$ cat config.mk
export PLATFORM = sky130hd
export DESIGN_NAME = integer_to_ascii_padded
export DESIGN_NICKNAME = d
export VERILOG_FILES = /design/src/hdl/i2a_pkg.sv /design/src/hdl/i2a_front.sv /design/src/hdl/i2a_queue.sv /design/src/hdl/i2a_back.sv /design/src/hdl/integer_to_ascii_padded.sv
export SDC_FILE = /design/constraint.sdc
export NUM_CORES = 1
export LEC_CHECK = 0
export BUFFER_PORTS_ARGS = -buffer_cell sky130_fd_sc_hd__buf_2
export CORE_UTILIZATION = 40
export DETAILED_ROUTE_END_ITERATION = 6
export GPL_TIMING_DRIVEN = 0
export PLACE_DENSITY_LB_ADDON = 0.05
export SKIP_CTS_REPAIR_TIMING = 1
export SLEW_MARGIN = 20
export SYNTH_ARGS = -nofsm -noshare
export SYNTH_HDL_FRONTEND = slang
export SYNTH_SLANG_ARGS = --single-unit
$ cat constraint.sdc
create_clock -name i_clk -period 10.54 [get_ports i_clk]
set_input_delay 1.581 -clock i_clk [delete_from_list [all_inputs] [get_ports i_clk]]
set_output_delay 1.581 -clock i_clk [all_outputs]
set_load 0.005 [all_outputs]
$ cat src/hdl/i2a_pkg.sv
// Shared types, constants and the digit-to-character tables for the integer formatter.
package i2a_pkg;

    localparam int MAX_WIDTH_DEF  = 64;
    localparam int VALUE_BITS_DEF = 32;

    // Field widths and character counts all fit the 7-bit field_width encoding.
    localparam int CNT_W   = 7;
    localparam int Q_DEPTH = 2;

    localparam logic [7:0] CH_ZERO  = 8'h30;
    localparam logic [7:0] CH_SPACE = 8'h20;
    localparam logic [7:0] CH_MINUS = 8'h2D;

    typedef enum logic [1:0] {
        OP_SDEC = 2'd0,
        OP_UDEC = 2'd1,
        OP_HEX  = 2'd2,
        OP_BIN  = 2'd3
    } t_op;

    typedef enum logic [1:0] {
        FR_IDLE,
        FR_CONV,
        FR_SCAN
    } t_front_state;

    typedef enum logic [2:0] {
        BK_IDLE,
        BK_LPAD,
        BK_SIGN,
        BK_DIGIT,
        BK_RPAD
    } t_back_state;

    typedef struct packed {
        logic             neg;
        logic             ladj;
        logic             zpad;
        logic             upper;
        logic [CNT_W-1:0] width;
        logic [CNT_W-1:0] nd;
    } t_meta;

    localparam logic [7:0] UPPER_TAB [16] = '{
        8'h30, 8'h31, 8'h32, 8'h33, 8'h34, 8'h35, 8'h36, 8'h37,
        8'h38, 8'h39, 8'h41, 8'h42, 8'h43, 8'h44, 8'h45, 8'h46
    };
    localparam logic [7:0] LOWER_TAB [16] = '{
        8'h30, 8'h31, 8'h32, 8'h33, 8'h34, 8'h35, 8'h36, 8'h37,
        8'h38, 8'h39, 8'h61, 8'h62, 8'h63, 8'h64, 8'h65, 8'h66
    };

    function automatic logic [7:0] digit_char(input logic [3:0] d, input logic upper);
        digit_char = upper ? UPPER_TAB[d] : LOWER_TAB[d];
    endfunction

endpackage

$ cat src/hdl/i2a_front.sv
// Front end: accepts an item, converts the magnitude to a digit vector and finds its length.
module i2a_front #(
    parameter int MAX_WIDTH  = i2a_pkg::MAX_WIDTH_DEF,
    parameter int VALUE_BITS = i2a_pkg::VALUE_BITS_DEF
) (
    input  logic                        i_clk,
    input  logic                        i_rst_n,
    input  logic                        i_start,
    input  logic [1:0]                  i_op,
    input  logic [VALUE_BITS-1:0]       i_value,
    input  logic [i2a_pkg::CNT_W-1:0]   i_field_width,
    input  logic                        i_left_adjust,
    input  logic                        i_zero_pad,
    input  logic                        i_upper_digits,
    output logic                        o_busy,
    input  logic                        i_full,
    output logic                        o_push,
    output i2a_pkg::t_meta              o_meta,
    output logic [VALUE_BITS*4-1:0]     o_digits
);
    localparam int DIG_W      = VALUE_BITS * 4;
    // Decimal digits of 2^VALUE_BITS-1, using 1233/4096 as log10(2).
    localparam int DEC_DIGITS = ((VALUE_BITS * 1233) >> 12) + 1;
    localparam int HEX_DIGITS = (VALUE_BITS + 3) / 4;
    localparam int IDX_W      = $clog2(VALUE_BITS);
    localparam int CW         = i2a_pkg::CNT_W;

    i2a_pkg::t_front_state r_state, n_state;

    logic [VALUE_BITS-1:0] r_shift;
    logic [DIG_W-1:0]      r_dig;
    logic [IDX_W-1:0]      r_bitcnt;
    logic [IDX_W-1:0]      r_idx;
    logic                  r_neg;
    logic                  r_ladj;
    logic                  r_zpad;
    logic                  r_upper;
    logic [CW-1:0]         r_width;

    logic                  accept;
    i2a_pkg::t_op          op;
    logic [VALUE_BITS-1:0] mag;
    logic                  neg;
    logic [CW-1:0]         wsat;
    logic [DIG_W-1:0]      bin_dig;
    logic [DIG_W-1:0]      dd_adj;
    logic [DIG_W-1:0]      dd_next;
    logic [3:0]            cur_digit;
    logic                  found;

    assign accept = i_start && (r_state == i2a_pkg::FR_IDLE);
    assign op     = i2a_pkg::t_op'(i_op);
    assign neg    = (op == i2a_pkg::OP_SDEC) && i_value[VALUE_BITS-1];
    assign mag    = neg ? (~i_value + {{(VALUE_BITS-1){1'b0}}, 1'b1}) : i_value;
    assign wsat   = (i_field_width > CW'(MAX_WIDTH)) ? CW'(MAX_WIDTH) : i_field_width;

    always_comb begin
        bin_dig = '0;
        for (int i = 0; i < VALUE_BITS; i++) begin
            bin_dig[4*i +: 4] = {3'b000, mag[i]};
        end
    end

    // One double-dabble step: add three to every BCD digit of five or more, then shift.
    always_comb begin
        dd_adj = '0;
        for (int i = 0; i < DEC_DIGITS; i++) begin
            dd_adj[4*i +: 4] = (r_dig[4*i +: 4] >= 4'd5) ? (r_dig[4*i +: 4] + 4'd3)
                                                         : r_dig[4*i +: 4];
        end
        dd_next = '0;
        dd_next[DEC_DIGITS*4-1:0] = {dd_adj[DEC_DIGITS*4-2:0], r_shift[VALUE_BITS-1]};
    end

    assign cur_digit = r_dig[4*r_idx +: 4];
    assign found     = (cur_digit != 4'd0) || (r_idx == '0);

    always_comb begin
        n_state = r_state;
        unique case (r_state)
            i2a_pkg::FR_IDLE: begin
                if (accept) begin
                    n_state = ((op == i2a_pkg::OP_SDEC) || (op == i2a_pkg::OP_UDEC))
                              ? i2a_pkg::FR_CONV : i2a_pkg::FR_SCAN;
                end
            end
            i2a_pkg::FR_CONV: begin
                if (r_bitcnt == '0) begin
                    n_state = i2a_pkg::FR_SCAN;
                end
            end
            i2a_pkg::FR_SCAN: begin
                if (found && !i_full) begin
                    n_state = i2a_pkg::FR_IDLE;
                end
            end
            default: n_state = i2a_pkg::FR_IDLE;
        endcase
    end

    always_comb begin
        o_busy        = (r_state != i2a_pkg::FR_IDLE);
        o_push        = (r_state == i2a_pkg::FR_SCAN) && found && !i_full;
        o_digits      = r_dig;
        o_meta.neg    = r_neg;
        o_meta.ladj   = r_ladj;
        o_meta.zpad   = r_zpad;
        o_meta.upper  = r_upper;
        o_meta.width  = r_width;
        o_meta.nd     = CW'(r_idx) + CW'(1);
    end

    always_ff @(posedge i_clk) begin
        if (!i_rst_n) begin
            r_state <= i2a_pkg::FR_IDLE;
        end else begin
            r_state <= n_state;
        end
    end

    always_ff @(posedge i_clk) begin
        unique case (r_state)
            i2a_pkg::FR_IDLE: begin
                if (accept) begin
                    r_neg    <= neg;
                    r_ladj   <= i_left_adjust;
                    r_zpad   <= i_zero_pad;
                    r_upper  <= i_upper_digits;
                    r_width  <= wsat;
                    r_shift  <= mag;
                    r_bitcnt <= IDX_W'(VALUE_BITS - 1);
                    unique case (op)
                        i2a_pkg::OP_SDEC, i2a_pkg::OP_UDEC: begin
                            r_dig <= '0;
                        end
                        i2a_pkg::OP_HEX: begin
                            r_dig <= DIG_W'(mag);
                            r_idx <= IDX_W'(HEX_DIGITS - 1);
                        end
                        i2a_pkg::OP_BIN: begin
                            r_dig <= bin_dig;
                            r_idx <= IDX_W'(VALUE_BITS - 1);
                        end
                        default: r_dig <= '0;
                    endcase
                end
            end
            i2a_pkg::FR_CONV: begin
                r_dig    <= dd_next;
                r_shift  <= {r_shift[VALUE_BITS-2:0], 1'b0};
                r_bitcnt <= r_bitcnt - IDX_W'(1);
                if (r_bitcnt == '0) begin
                    r_idx <= IDX_W'(DEC_DIGITS - 1);
                end
            end
            i2a_pkg::FR_SCAN: begin
                if (!found) begin
                    r_idx <= r_idx - IDX_W'(1);
                end
            end
            default: ;
        endcase
    end

endmodule

$ cat src/hdl/i2a_queue.sv
// Short queue of converted items between the front end and the character sequencer.
module i2a_queue #(
    parameter int DIG_W = i2a_pkg::VALUE_BITS_DEF * 4
) (
    input  logic                 i_clk,
    input  logic                 i_rst_n,
    input  logic                 i_push,
    input  i2a_pkg::t_meta       i_meta,
    input  logic [DIG_W-1:0]     i_digits,
    output logic                 o_full,
    input  logic                 i_pop,
    output logic                 o_empty,
    output i2a_pkg::t_meta       o_meta,
    output logic [DIG_W-1:0]     o_digits
);
    localparam int DEPTH = i2a_pkg::Q_DEPTH;
    localparam int PTR_W = (DEPTH > 1) ? $clog2(DEPTH) : 1;
    localparam int CNT_W = $clog2(DEPTH + 1);

    i2a_pkg::t_meta   r_meta [DEPTH];
    logic [DIG_W-1:0] r_dig  [DEPTH];
    logic [PTR_W-1:0] r_wp;
    logic [PTR_W-1:0] r_rp;
    logic [CNT_W-1:0] r_cnt;

    logic do_push;
    logic do_pop;

    assign o_full   = (r_cnt == CNT_W'(DEPTH));
    assign o_empty  = (r_cnt == '0);
    assign do_push  = i_push && !o_full;
    assign do_pop   = i_pop && !o_empty;
    assign o_meta   = r_meta[r_rp];
    assign o_digits = r_dig[r_rp];

    always_ff @(posedge i_clk) begin
        if (!i_rst_n) begin
            r_wp  <= '0;
            r_rp  <= '0;
            r_cnt <= '0;
        end else begin
            if (do_push) begin
                r_wp <= (r_wp == PTR_W'(DEPTH - 1)) ? '0 : r_wp + PTR_W'(1);
            end
            if (do_pop) begin
                r_rp <= (r_rp == PTR_W'(DEPTH - 1)) ? '0 : r_rp + PTR_W'(1);
            end
            case ({do_push, do_pop})
                2'b10:   r_cnt <= r_cnt + CNT_W'(1);
                2'b01:   r_cnt <= r_cnt - CNT_W'(1);
                default: r_cnt <= r_cnt;
            endcase
        end
    end

    always_ff @(posedge i_clk) begin
        if (do_push) begin
            r_meta[r_wp] <= i_meta;
            r_dig[r_wp]  <= i_digits;
        end
    end

endmodule

$ cat src/hdl/i2a_back.sv
// Back end: emits padding, sign and digits of one field, one character per cycle.
module i2a_back #(
    parameter int VALUE_BITS = i2a_pkg::VALUE_BITS_DEF
) (
    input  logic                    i_clk,
    input  logic                    i_rst_n,
    input  logic                    i_empty,
    input  i2a_pkg::t_meta          i_meta,
    input  logic [VALUE_BITS*4-1:0] i_digits,
    output logic                    o_pop,
    output logic                    o_strobe,
    output logic [7:0]              o_char_out,
    output logic                    o_last
);
    localparam int DIG_W = VALUE_BITS * 4;
    localparam int IDX_W = $clog2(VALUE_BITS);
    localparam int CW    = i2a_pkg::CNT_W;

    i2a_pkg::t_back_state r_state, n_state;

    i2a_pkg::t_meta   r_meta;
    logic [DIG_W-1:0] r_dig;
    logic [IDX_W-1:0] r_didx;
    logic [CW-1:0]    r_pad;
    logic [CW-1:0]    r_left;

    logic             load;
    logic [CW-1:0]    ndt;
    logic [CW-1:0]    pad;
    logic [3:0]       cur_digit;

    assign load      = (r_state == i2a_pkg::BK_IDLE) && !i_empty;
    assign ndt       = i_meta.nd + CW'(i_meta.neg);
    assign pad       = (i_meta.width > ndt) ? (i_meta.width - ndt) : '0;
    assign cur_digit = r_dig[4*r_didx +: 4];

    always_comb begin
        n_state = r_state;
        unique case (r_state)
            i2a_pkg::BK_IDLE: begin
                if (load) begin
                    if (!i_meta.ladj && (pad != '0)) begin
                        n_state = i2a_pkg::BK_LPAD;
                    end else if (i_meta.neg) begin
                        n_state = i2a_pkg::BK_SIGN;
                    end else begin
                        n_state = i2a_pkg::BK_DIGIT;
                    end
                end
            end
            i2a_pkg::BK_LPAD: begin
                if (r_pad == CW'(1)) begin
                    n_state = r_meta.neg ? i2a_pkg::BK_SIGN : i2a_pkg::BK_DIGIT;
                end
            end
            i2a_pkg::BK_SIGN: begin
                n_state = i2a_pkg::BK_DIGIT;
            end
            i2a_pkg::BK_DIGIT: begin
                if (r_didx == '0) begin
                    n_state = (r_meta.ladj && (r_pad != '0)) ? i2a_pkg::BK_RPAD
                                                             : i2a_pkg::BK_IDLE;
                end
            end
            i2a_pkg::BK_RPAD: begin
                if (r_pad == CW'(1)) begin
                    n_state = i2a_pkg::BK_IDLE;
                end
            end
            default: n_state = i2a_pkg::BK_IDLE;
        endcase
    end

    always_comb begin
        o_pop    = load;
        o_strobe = (r_state != i2a_pkg::BK_IDLE);
        o_last   = o_strobe && (r_left == CW'(1));
        unique case (r_state)
            i2a_pkg::BK_LPAD, i2a_pkg::BK_RPAD: begin
                o_char_out = r_meta.zpad ? i2a_pkg::CH_ZERO : i2a_pkg::CH_SPACE;
            end
            i2a_pkg::BK_SIGN:  o_char_out = i2a_pkg::CH_MINUS;
            i2a_pkg::BK_DIGIT: o_char_out = i2a_pkg::digit_char(cur_digit, r_meta.upper);
            default:           o_char_out = i2a_pkg::CH_SPACE;
        endcase
    end

    always_ff @(posedge i_clk) begin
        if (!i_rst_n) begin
            r_state <= i2a_pkg::BK_IDLE;
        end else begin
            r_state <= n_state;
        end
    end

    always_ff @(posedge i_clk) begin
        if (load) begin
            r_meta <= i_meta;
            r_dig  <= i_digits;
            r_didx <= IDX_W'(i_meta.nd - CW'(1));
            r_pad  <= pad;
            r_left <= ndt + pad;
        end
        if (o_strobe) begin
            r_left <= r_left - CW'(1);
        end
        case (r_state)
            i2a_pkg::BK_LPAD, i2a_pkg::BK_RPAD: r_pad  <= r_pad - CW'(1);
            i2a_pkg::BK_DIGIT:                  r_didx <= r_didx - IDX_W'(1);
            default: ;
        endcase
    end

endmodule

$ cat src/hdl/integer_to_ascii_padded.sv
// Top level of the padded integer-to-ASCII formatter.
//
//  channel  | ports                                              | transfer
//  ---------+----------------------------------------------------+------------------------
//  command  | start, busy, i_op, i_value, i_field_width,         | start high, busy low
//           | i_left_adjust, i_zero_pad, i_upper_digits          |
//  result   | o_strobe, o_char_out, o_last                       | every cycle o_strobe high
//
// For decimal the front end runs double dabble over every value bit and then scans down from
// the top digit for the first nonzero one; for hex and binary it only scans.
// The back end loads one item and then emits max(digits incl. sign, width) characters.
// A two-entry queue lets the front convert the next item while the back emits characters.
// Reset is synchronous and active low; it empties the queue and idles both ends.
// Results cannot be stalled; busy stays high while the front holds an item.
module integer_to_ascii_padded #(
    parameter int MAX_WIDTH  = i2a_pkg::MAX_WIDTH_DEF,
    parameter int VALUE_BITS = i2a_pkg::VALUE_BITS_DEF
) (
    input  logic        i_clk,
    input  logic        i_rst_n,
    input  logic        start,
    output logic        busy,
    input  logic [1:0]  i_op,
    input  logic [31:0] i_value,
    input  logic [6:0]  i_field_width,
    input  logic        i_left_adjust,
    input  logic        i_zero_pad,
    input  logic        i_upper_digits,
    output logic        o_strobe,
    output logic [7:0]  o_char_out,
    output logic        o_last
);
    localparam int DIG_W = VALUE_BITS * 4;

    logic             q_full;
    logic             q_push;
    logic             q_empty;
    logic             q_pop;
    i2a_pkg::t_meta   f_meta;
    i2a_pkg::t_meta   q_meta;
    logic [DIG_W-1:0] f_digits;
    logic [DIG_W-1:0] q_digits;

    i2a_front #(
        .MAX_WIDTH  (MAX_WIDTH),
        .VALUE_BITS (VALUE_BITS)
    ) u_front (
        .i_clk          (i_clk),
        .i_rst_n        (i_rst_n),
        .i_start        (start),
        .i_op           (i_op),
        .i_value        (i_value[VALUE_BITS-1:0]),
        .i_field_width  (i_field_width),
        .i_left_adjust  (i_left_adjust),
        .i_zero_pad     (i_zero_pad),
        .i_upper_digits (i_upper_digits),
        .o_busy         (busy),
        .i_full         (q_full),
        .o_push         (q_push),
        .o_meta         (f_meta),
        .o_digits       (f_digits)
    );

    i2a_queue #(
        .DIG_W (DIG_W)
    ) u_queue (
        .i_clk    (i_clk),
        .i_rst_n  (i_rst_n),
        .i_push   (q_push),
        .i_meta   (f_meta),
        .i_digits (f_digits),
        .o_full   (q_full),
        .i_pop    (q_pop),
        .o_empty  (q_empty),
        .o_meta   (q_meta),
        .o_digits (q_digits)
    );

    i2a_back #(
        .VALUE_BITS (VALUE_BITS)
    ) u_back (
        .i_clk      (i_clk),
        .i_rst_n    (i_rst_n),
        .i_empty    (q_empty),
        .i_meta     (q_meta),
        .i_digits   (q_digits),
        .o_pop      (q_pop),
        .o_strobe   (o_strobe),
        .o_char_out (o_char_out),
        .o_last     (o_last)
    );

endmodule

==> metrics.cfg <==
[run]
cap_viol_max_count = 0

[synthesis]
netlist_instances = 1319
synth_ff_type = edfxtp_1
ys_types = 77
yosys_warnings = 0
synth.most_common_cell = edfxtp_1
synthesis.nets = 1420
yosys.area.top_type = edfxtp_1
ys_seq_elements = 368
syn_area_um2 = 17600
synth_top_area_share = 0.610
syn_avg_cell_area_um2 = 13.4
synth.top_cells.by_area = edfxtp_1 (61%), mux2_2 (5.4%), ha_1 (3.7%)
async_flop_share = 0
synth-seq-area-share = 0.621
synthTopCellsByCount = edfxtp_1 (358), nand2_1 (116), mux2_2 (84)
synth_edf_count = 358

[setup_path]
worst-setup-path-type = reg -> out
cp.required_ns = 8.96
cp-start-kind = register
path_max_fanout = 10
r2r_setup_slack_ns = 5.38
worstPathArrival_ns = 3.79
worstSetupEndpointType = primary output

[pwr]
p_clk_frac = 0.230
fin_total_pwr_uw = 6370
power.switching_uw = 2250
switching_share = 0.353
ir_drop_v = 0.000162
power_leakage_uw = 0.00709
p_comb_frac = 0.378
power_density_nw_per_um2 = 316
power.internal_uw = 4120
seqPwrFrac = 0.393

[die]
chipWidth_um = 212
rows = 76
die-area_um2 = 44900
coreArea_um2 = 43300
start_util = 0.407
ios = 58
die_h_um = 212

[sta]
fin_crit_sh = 0.509
slew_viol_final = 0
setup_violations = 0
finalHoldViolations = 0
slew_headroom = 0.305
rsz0062_at_grt = false
min_period_ns = 5.37
clock-skew-final_ns = 0.0220
max_freq_mhz = 186
tightest_slew_ns = 1.04

[global_route]
grt_pass1_vias = 10500
grt_pass1_wl_mm = 64.6
antenna_found_initial = 0
grt_overflow = 0
grt_usage = 0.196
grt_max_degree = 46

[layout]
syn_to_final_growth_pct = 14.6
drive_above_1_share = 0.176
finalNetCount = 1535
post-route-util = 0.467
fillers = 3947

[run_status]
status = completed

[place]
place.gp.congestion = 0.873
hpwl_mm = 30.8
io_buffers = 53

[clock_tree]
clock_path_buffers = 3
htreeDepth = 2
path_clk_slew_ns = 0.06
cts_root_buf = clkbuf_16
clkSinkCount = 368
cts_tree = yes
clkLatencyLatePin_ns = 0.57
numCtsBuffers = 41

[drt]
ant_nets = 0
route.met3.wl_mm = 1.74
drc = 0
drt-vias-per-instance = 5.18
wl_met2_mm = 19.6
wl_met1_mm = 19.7
avgRoutedWirePerCell_um = 20.7
drt-total-wl_mm = 42.4
via_count = 10600
drt_iter0_markers = 710
drt-pass1-iter-count = 5
top_layer_used = met4

[worst_hold_path]
hold_path_class = reg -> reg

metal layers:
metal	GRT usage	up-vias
li1	-	5129
met3	0.0292	66
met5	0	-
met4	0.0790	0
met2	0.310	227
met1	0.270	5189
through the flow:
| step | cell area, µm² | setup WS [ns] | setup TNS [ns] | hold slack [ns] | instances |
|---|---|---|---|---|---|
| after CTS | 20200 | 5.16 | 0 | 0.447 | 2048 |
| final | 20200 | 5.17 | 0 | 0.445 | 2049 |
| after global routing | 20200 | 4.94 | 0 | 0.465 | 2048 |
| after detailed placement | 18800 | 5.34 | 0 | 0.433 | 1976 |
| after floorplan | 17600 | 0.520 | 0 | 0.421 | 1319 |
| after global placement | 18600 | -5.58 | -441.04 | 0.427 | 1957 |
worst max-delay path, stage by stage, from the launching register on:
cell and delay, ns:
edfxtp_1 0.58, buf_6 0.27, mux4_1 0.56, mux2i_1 0.43
o22a_1 0.26, a21boi_1 0.30, inv_1 0.08, ha_1 0.17
and2_0 0.12, o21ai_0 0.21, a21oi_1 0.10, buf_2 0.15
power by group through the flow:
| stage | Sequential [µW] | Clock, µW | Combinational (µW) |
|---|---|---|---|
| floorplan | 2480 | 0 | 1720 |
| global placement | 2610 | 0 | 2360 |
| detailed placement | 2540 | 0 | 2430 |
| CTS | 2510 | 1500 | 2450 |
| global route | 2550 | 1560 | 2700 |
| finish | 2500 | 1460 | 2410 |
worst paths after layout:
| path | start | to | depth (start not counted) |
|---|---|---|---|
| min | u_front.r_width[1]$_SDFFCE_PN0P_ | u_queue.r_meta[1][7]$_DFFE_PP_ | 0 |
| min reg2reg | u_front.r_width[1]$_SDFFCE_PN0P_ | u_queue.r_meta[1][7]$_DFFE_PP_ | 0 |
| max | u_back.r_didx[0]$_DFFE_PP_ | o_char_out[1] | 11 |
| max reg2reg | register | u_back.r_left[5]$_DFFE_PP_ | 20 |
flip-flops by register name, indices dropped and copies added, names as in the netlist, 2 cells and up, named ones only:
| signal | flops |
|---|---|
| u_queue.r_dig | 124 |
| u_queue.r_cnt | 2 |
| u_front.r_shift | 32 |
| u_back.r_didx | 5 |
| u_front.r_bitcnt | 5 |
| u_queue.r_meta | 34 |
| u_back.r_state | 3 |
| u_back.r_pad | 7 |
| u_front.r_width | 7 |
| u_back.r_dig | 62 |
| u_front.r_idx | 5 |
| u_back.r_left | 7 |
| u_front.r_state | 2 |
| u_front.o_digits | 62 |
| u_back.r_meta | 4 |
cells by family (layout without fill, tap and decap cells):
kind of cell               count (synthesis)  count (layout)  share of synthesized area
xor gates and xnor gates                  83              83                     0.0413
and+or+nand+nor                          336             336                     0.0964
DFF                                      368             368                      0.621
adders and majority gates                 54              54                     0.0392
AOI/OAI and AO/OA                        220             220                     0.0783
muxes                                    137             137                     0.0951
buffers and inverters                    120             264                     0.0280
other                                      1               2                   0.000213
cells in the final DEF (no fill, tap or decap), types with 7 or more instances in the layout:
cell type / count
edfxtp_1: 358
nand2_1: 116
mux2_2: 84
o21ai_0: 74
buf_2: 67
nor2_1: 63
inv_1: 62
a21oi_1: 60
xnor2_1: 54
ha_1: 52
clkbuf_1: 44
clkbuf_16: 41
mux2i_1: 38
and2_1: 33
xor2_1: 29
nand2b_1: 22
nor3_1: 17
nand3_1: 14
nor2b_1: 14
o22ai_1: 14
mux4_2: 12
nor3b_1: 10
dfxtp_1: 10
clkinv_1: 9
buf_1: 8
o31ai_1: 8
buf_4: 7
a31oi_1: 7
bufinv_16: 7
clkinv_2: 7
cell type report:
cell class / count / area [µm²] / share of cell area
clock buffer: 46 / 1040 / 0.0517
inverter: 64 / 243 / 0.0120
buffer: 56 / 254 / 0.0126
clock inverter: 26 / 320 / 0.0159
timing repair buffer: 72 / 450 / 0.0223
multi-input combinational: 831 / 6190 / 0.307
tap: 585 / 732 / 0.0363
antenna: 1 / 2.50 / 0.000124
sequential: 368 / 11000 / 0.542
Note: power is estimated with default switching activity, not from simulation.
